`src/fault_cluster_bit_aggregator_macros.svh`:
```
// assertion macros for the fault cluster bit aggregator
// used by the top level only, no other dependencies
`ifndef FAULT_CLUSTER_BIT_AGGREGATOR_MACROS_SVH
`define FAULT_CLUSTER_BIT_AGGREGATOR_MACROS_SVH

// property checked only while out of reset
`define FCBA_ASSERT(lbl, clk, rst_n, prop) \
  lbl: assert property (@(posedge clk) disable iff (!rst_n) prop) \
    else $error("fcba assertion failed");

// property checked on every edge, reset included
`define FCBA_ASSERT_ALWAYS(lbl, clk, prop) \
  lbl: assert property (@(posedge clk) prop) \
    else $error("fcba assertion failed");

`endif

```
`src/fcba_pkg.sv`:
```
// shared types and constants of the fault cluster bit aggregator
// no dependencies
`default_nettype none

package fcba_pkg;

  localparam int unsigned NUM_CLUSTERS_DEF = 60;
  localparam int unsigned FAULT_SLOTS_DEF  = 256;

  localparam int unsigned ID_W  = 16;
  localparam int unsigned OBJ_W = 8;
  localparam int unsigned ST_W  = 8;
  localparam int unsigned CL_W  = 6;
  localparam int unsigned BIT_W = 3;
  localparam int unsigned CV_W  = 8;
  // id*100+obj stays below 2^23
  localparam int unsigned KEY_W = 23;

  localparam int unsigned KEY_MULT = 100;
  localparam logic [ST_W-1:0] FAULT_ACTIVE = 8'd1;
  localparam logic [CV_W-1:0] CV_EMPTY = 8'h00;

  typedef struct packed {
    logic [ID_W-1:0]  fault_id;
    logic [OBJ_W-1:0] fault_obj;
    logic [ST_W-1:0]  fault_status;
    logic             has_cluster;
    logic [CL_W-1:0]  cluster_index;
    logic [BIT_W-1:0] bit_position;
    logic             last_of_event;
  } in_item_t;

  typedef struct packed {
    logic [CL_W-1:0]  cluster_number;
    logic [CV_W-1:0]  cluster_value;
    logic [ID_W-1:0]  event_fault_id;
    logic [OBJ_W-1:0] event_fault_obj;
    logic [ST_W-1:0]  event_status;
    logic             dropped_insert;
    logic             last_item;
  } out_item_t;

  typedef struct packed {
    logic             valid;
    logic [CL_W-1:0]  cluster;
    logic [KEY_W-1:0] key;
    logic [BIT_W-1:0] bitpos;
  } entry_t;

  typedef enum logic [2:0] {
    ST_CLEAR,
    ST_IDLE,
    ST_SCAN,
    ST_UPDATE,
    ST_SNAP_RD,
    ST_SNAP_LD
  } state_t;

  typedef struct packed {
    logic clr;
    logic load;
    logic scan;
    logic update;
    logic snap_rd;
    logic snap_ld;
  } cmd_t;

  typedef struct packed {
    logic clr_done;
    logic scan_done;
    logic snap_done;
    logic in_upd;
    logic in_last;
    logic last;
    logic out_free;
  } status_t;

endpackage

`default_nettype wire

```
`src/fcba_ctrl.sv`:
```
// controller state machine of the fault cluster bit aggregator
// depends on fcba_pkg
`default_nettype none

module fcba_ctrl
  import fcba_pkg::*;
(
  input  wire logic    clk,
  input  wire logic    rst_n,
  input  wire logic    in_valid,
  output logic         in_ready,
  input  wire status_t st,
  output cmd_t         cmd
);

  state_t state_r;
  state_t state_nxt;

  always_ff @(posedge clk) begin
    if (!rst_n) begin
      state_r <= ST_CLEAR;
    end else begin
      state_r <= state_nxt;
    end
  end

  always_comb begin
    state_nxt = state_r;
    cmd       = '0;
    in_ready  = 1'b0;
    unique case (state_r)
      ST_CLEAR: begin
        cmd.clr = 1'b1;
        if (st.clr_done) begin
          state_nxt = ST_IDLE;
        end
      end
      ST_IDLE: begin
        in_ready = 1'b1;
        if (in_valid) begin
          cmd.load = 1'b1;
          if (st.in_upd) begin
            state_nxt = ST_SCAN;
          end else if (st.in_last) begin
            state_nxt = ST_SNAP_RD;
          end
        end
      end
      ST_SCAN: begin
        cmd.scan = 1'b1;
        if (st.scan_done) begin
          state_nxt = ST_UPDATE;
        end
      end
      ST_UPDATE: begin
        cmd.update = 1'b1;
        state_nxt  = st.last ? ST_SNAP_RD : ST_IDLE;
      end
      ST_SNAP_RD: begin
        cmd.snap_rd = 1'b1;
        state_nxt   = ST_SNAP_LD;
      end
      ST_SNAP_LD: begin
        if (st.out_free) begin
          cmd.snap_ld = 1'b1;
          state_nxt   = st.snap_done ? ST_IDLE : ST_SNAP_RD;
        end
      end
      default: begin
        state_nxt = ST_IDLE;
      end
    endcase
  end

endmodule

`default_nettype wire

```
`config.mk`:
```
export PLATFORM = sky130hd
export DESIGN_NAME = fcba_ctrl
export DESIGN_NICKNAME = d
export VERILOG_FILES = /design/src/fault_cluster_bit_aggregator_macros.svh /design/src/fcba_pkg.sv /design/src/fcba_ctrl.sv
export SDC_FILE = /design/constraint.sdc
export NUM_CORES = 1
export LEC_CHECK = 0
export ABC_AREA = 1
export BUFFER_PORTS_ARGS = -buffer_cell sky130_fd_sc_hd__buf_2
export CAP_MARGIN = 20
export CORE_AREA = 2 2 39 41
export DETAILED_ROUTE_END_ITERATION = 16
export DIE_AREA = 0 0 41 43
export PLACE_DENSITY = 0.56
export SETUP_SLACK_MARGIN = 0.2
export SYNTH_ARGS = -nofsm -noshare
export SYNTH_HDL_FRONTEND = slang
export SYNTH_SLANG_ARGS = --single-unit
```
`constraint.sdc`:
```
create_clock -name clk -period 2.9 [get_ports clk]
set_input_delay 0.29 -clock clk [delete_from_list [all_inputs] [get_ports clk]]
set_output_delay 0.29 -clock clk [all_outputs]
set_load 0.005 [all_outputs]
```
==> impl_results.md <==
* Status: finished, final reports clean
* Startpoint types: register
* Drt initial violations at 5
* Total track usage at 0.108
* Max layer used: met3
* Crit-path slowest cell: dfxtp_1
* Total core area at 1380 µm²
* Slew @ Worst Pin at 0.308 ns
* Initial Util at 0.221
* Max FO, Critical Path at 7
* Vias/cell at 4.33
* Post-synth top area cell: dfxtp_1
* Ant diodes at 0
* DR WL/cell at 9.08 µm
* H-tree levels at 1
* Tcrit/Tclk final at 0.533
* Std cell rows at 14
* Peak supply drop at 0.000327 V
* Clock slew at reported path FFs at 0.03 ns
* Setup violators final at 0
* Critical path endpoint category: output pin
* Synth Register Bits at 3
* Final Wtd Congestion at 0.737
* Met3 routed WL at 73 µm
* Final core occ at 0.308
* Worst Skew at 0.000787 ns
* Die area at 1760 µm²
* RSZ-0062 raised after global routing: no
* Die height at 43 µm
* Post-CTS resize count at 0
* Post-synthesis sequential area ratio at 0.197
* Drc violations at 0
* Net Sw Frac at 0.476
* Most frequent cells in the layout: buf_2 (16), nand2_1 (10), nor2_1 (10), inv_1 (9), nand3_1 (5)
* Flop-to-flop setup slack at 1.61 ns
* Largest net degree at the start of global routing at 9
* Die width at 41 µm
* Delay-heaviest family, CP: flip-flops
* Internal at 0.191 mW
* Port Buffers at 16
* Leak at 0.252 nW
* Synth top area cells: dfxtp_1 (20%), nand2_1 (12%), nor2_1 (12%), inv_1 (11%), nand3_1 (8.2%)
* Final setup margin at 1.35 ns
* Routed WL at 808 µm
* Layout Area Growth over Synthesis at 39.8%
* Number of max-cap violations at 0
* Comb pwr share at 0.562
* Antenna-violating nets left at 0
* Hold Slack at 0.325 ns
* Dpl hpwl at 653 µm
* Nets at 84
* Hold Buf Count CTS at 0
* Clock Tree Buf Depth at 2
* Syn avg cell area at 5.65 µm²
* Vias in the first global route at 322
* Unique cell type count in the Yosys netlist at 19
* Detailed Routing Iterations Pass 1 at 5
* Top cell type's share of synthesized area at 0.197
* Dpl ws at 1.63 ns
* Fin area at 427 µm²
* Min Tclk post-route at 1.55 ns
* Seq pwr share at 0.244
* Post-CTS Setup Bufs at 0
* Clk Latency, worst-skew pair at 0.23 ns
* Crit path DAT at 1.26 ns
* Critical path, cell by cell: inv_2, nor4_1, buf_2
* Hold Crit Class: input pin to register
* Slew Limit Fails at 0
* Power Dens Cells at 856 nW/µm²
* Routed vias at 385
* Ys Warns at 0
* Critical path buffers and inverters at 2
* Initial antenna violation count at 0
* Largest registers: state_r: 3 flops
* Synth Cell Area at 305 µm²
* CTS Buf Count at 3
* Slew margin rel. at 0.794
* Post-Route M1 WL at 379 µm
* Number of flip-flops in the largest register at 3
* CTS tree: done
* Most common cell after layout, fill and taps aside: buf_2
* Clock group share of total power at 0.194
* Met2 routed WL at 354 µm
* Synthesized Nets at 64
* Total grt overflow at 0
* Post-Syn Instances at 54
* Setup_tns at 0 ns
* Num ports at 17
* Worst path max stage delay at 0.47 ns
* Clock root buffer: clkbuf_4
* Max Fclk at 647 MHz
* Share of cells above drive strength 1 at 0.384
* Top reg by flops: state_r
* First-pass GRT wire length at 1230 µm
* Sw power at 0.174 mW
* Req. time, crit path at 2.61 ns
* Final Hold Viols at 0
* Placed cell areas at 400 µm²
* Setup CP Type: register to output pin
* Clock Sinks at 3
-- layout make-up --
| class | count | area (µm²) |
|---|---|---|
| Fill cell | 171 | 957 |
| Multi-Input combinational cell | 39 | 199 |
| Timing Repair Buffer | 16 | 80.1 |
| Sequential cell | 3 | 60.1 |
| Inverter | 11 | 41.3 |
| Clock buffer | 4 | 26.3 |
| Tap cell | 16 | 20.0 |
-- layer usage --
metal / vias up / global-route usage
met4: 0 / 0.100
li1: 207 / -
met1: 157 / 0.129
met5: - / 0
met3: 0 / 0.0314
met2: 21 / 0.147
-- final timing paths --
check             startpoint    endpoint  cells after the start
setup reg to reg  state_r[2]  state_r[1]                      7
hold reg to reg   state_r[2]  state_r[2]                      2
setup / recovery  state_r[2]      cmd[0]                      3
hold / removal         rst_n  state_r[1]                      3
-- cells by family after synthesis --
group / count (synthesis) / synth area share
buf+inv: 12 / 0.152
flops: 3 / 0.197
simple gates: 34 / 0.557
compound gates: 5 / 0.0942
-- power by group through the flow --
stage                     sequential, mW  combinational (mW)  clock (mW)
after floorplan                   0.0736               0.161           0
after global placement            0.0875               0.206           0
after detailed placement          0.0890               0.206           0
after CTS                         0.0881               0.206      0.0757
after global routing              0.0916               0.242      0.0798
final                             0.0891               0.205      0.0710
-- per-stage QoR --
stage | power (mW) | instances
3_5_place_dp | 0.295 | 85
3_3_place_gp | 0.294 | 85
4_1_cts | 0.370 | 89
6_report | 0.365 | 89
2_1_floorplan | 0.234 | 54
5_1_grt | 0.414 | 89
-- cell usage after synthesis (all sizes together) --
| library cell | n |
|---|---|
| a21oi | 1 |
| and3 | 1 |
| buf | 1 |
| dfxtp | 3 |
| inv | 11 |
| nand2 | 10 |
| nand3 | 6 |
| nand3b | 1 |
| nand4 | 1 |
| nor2 | 13 |
| nor3 | 1 |
| nor4 | 1 |
| o21ai | 4 |
-- worst reg2reg max path, delay by kind of cell, from the launching register on --
kind | cells | cell delay [ns]
simple gates | 5 | 0.51
flops | 1 | 0.47
compound gates | 1 | 0.06
buf+inv | 1 | 0.14
(Power assumes the default switching activity.)
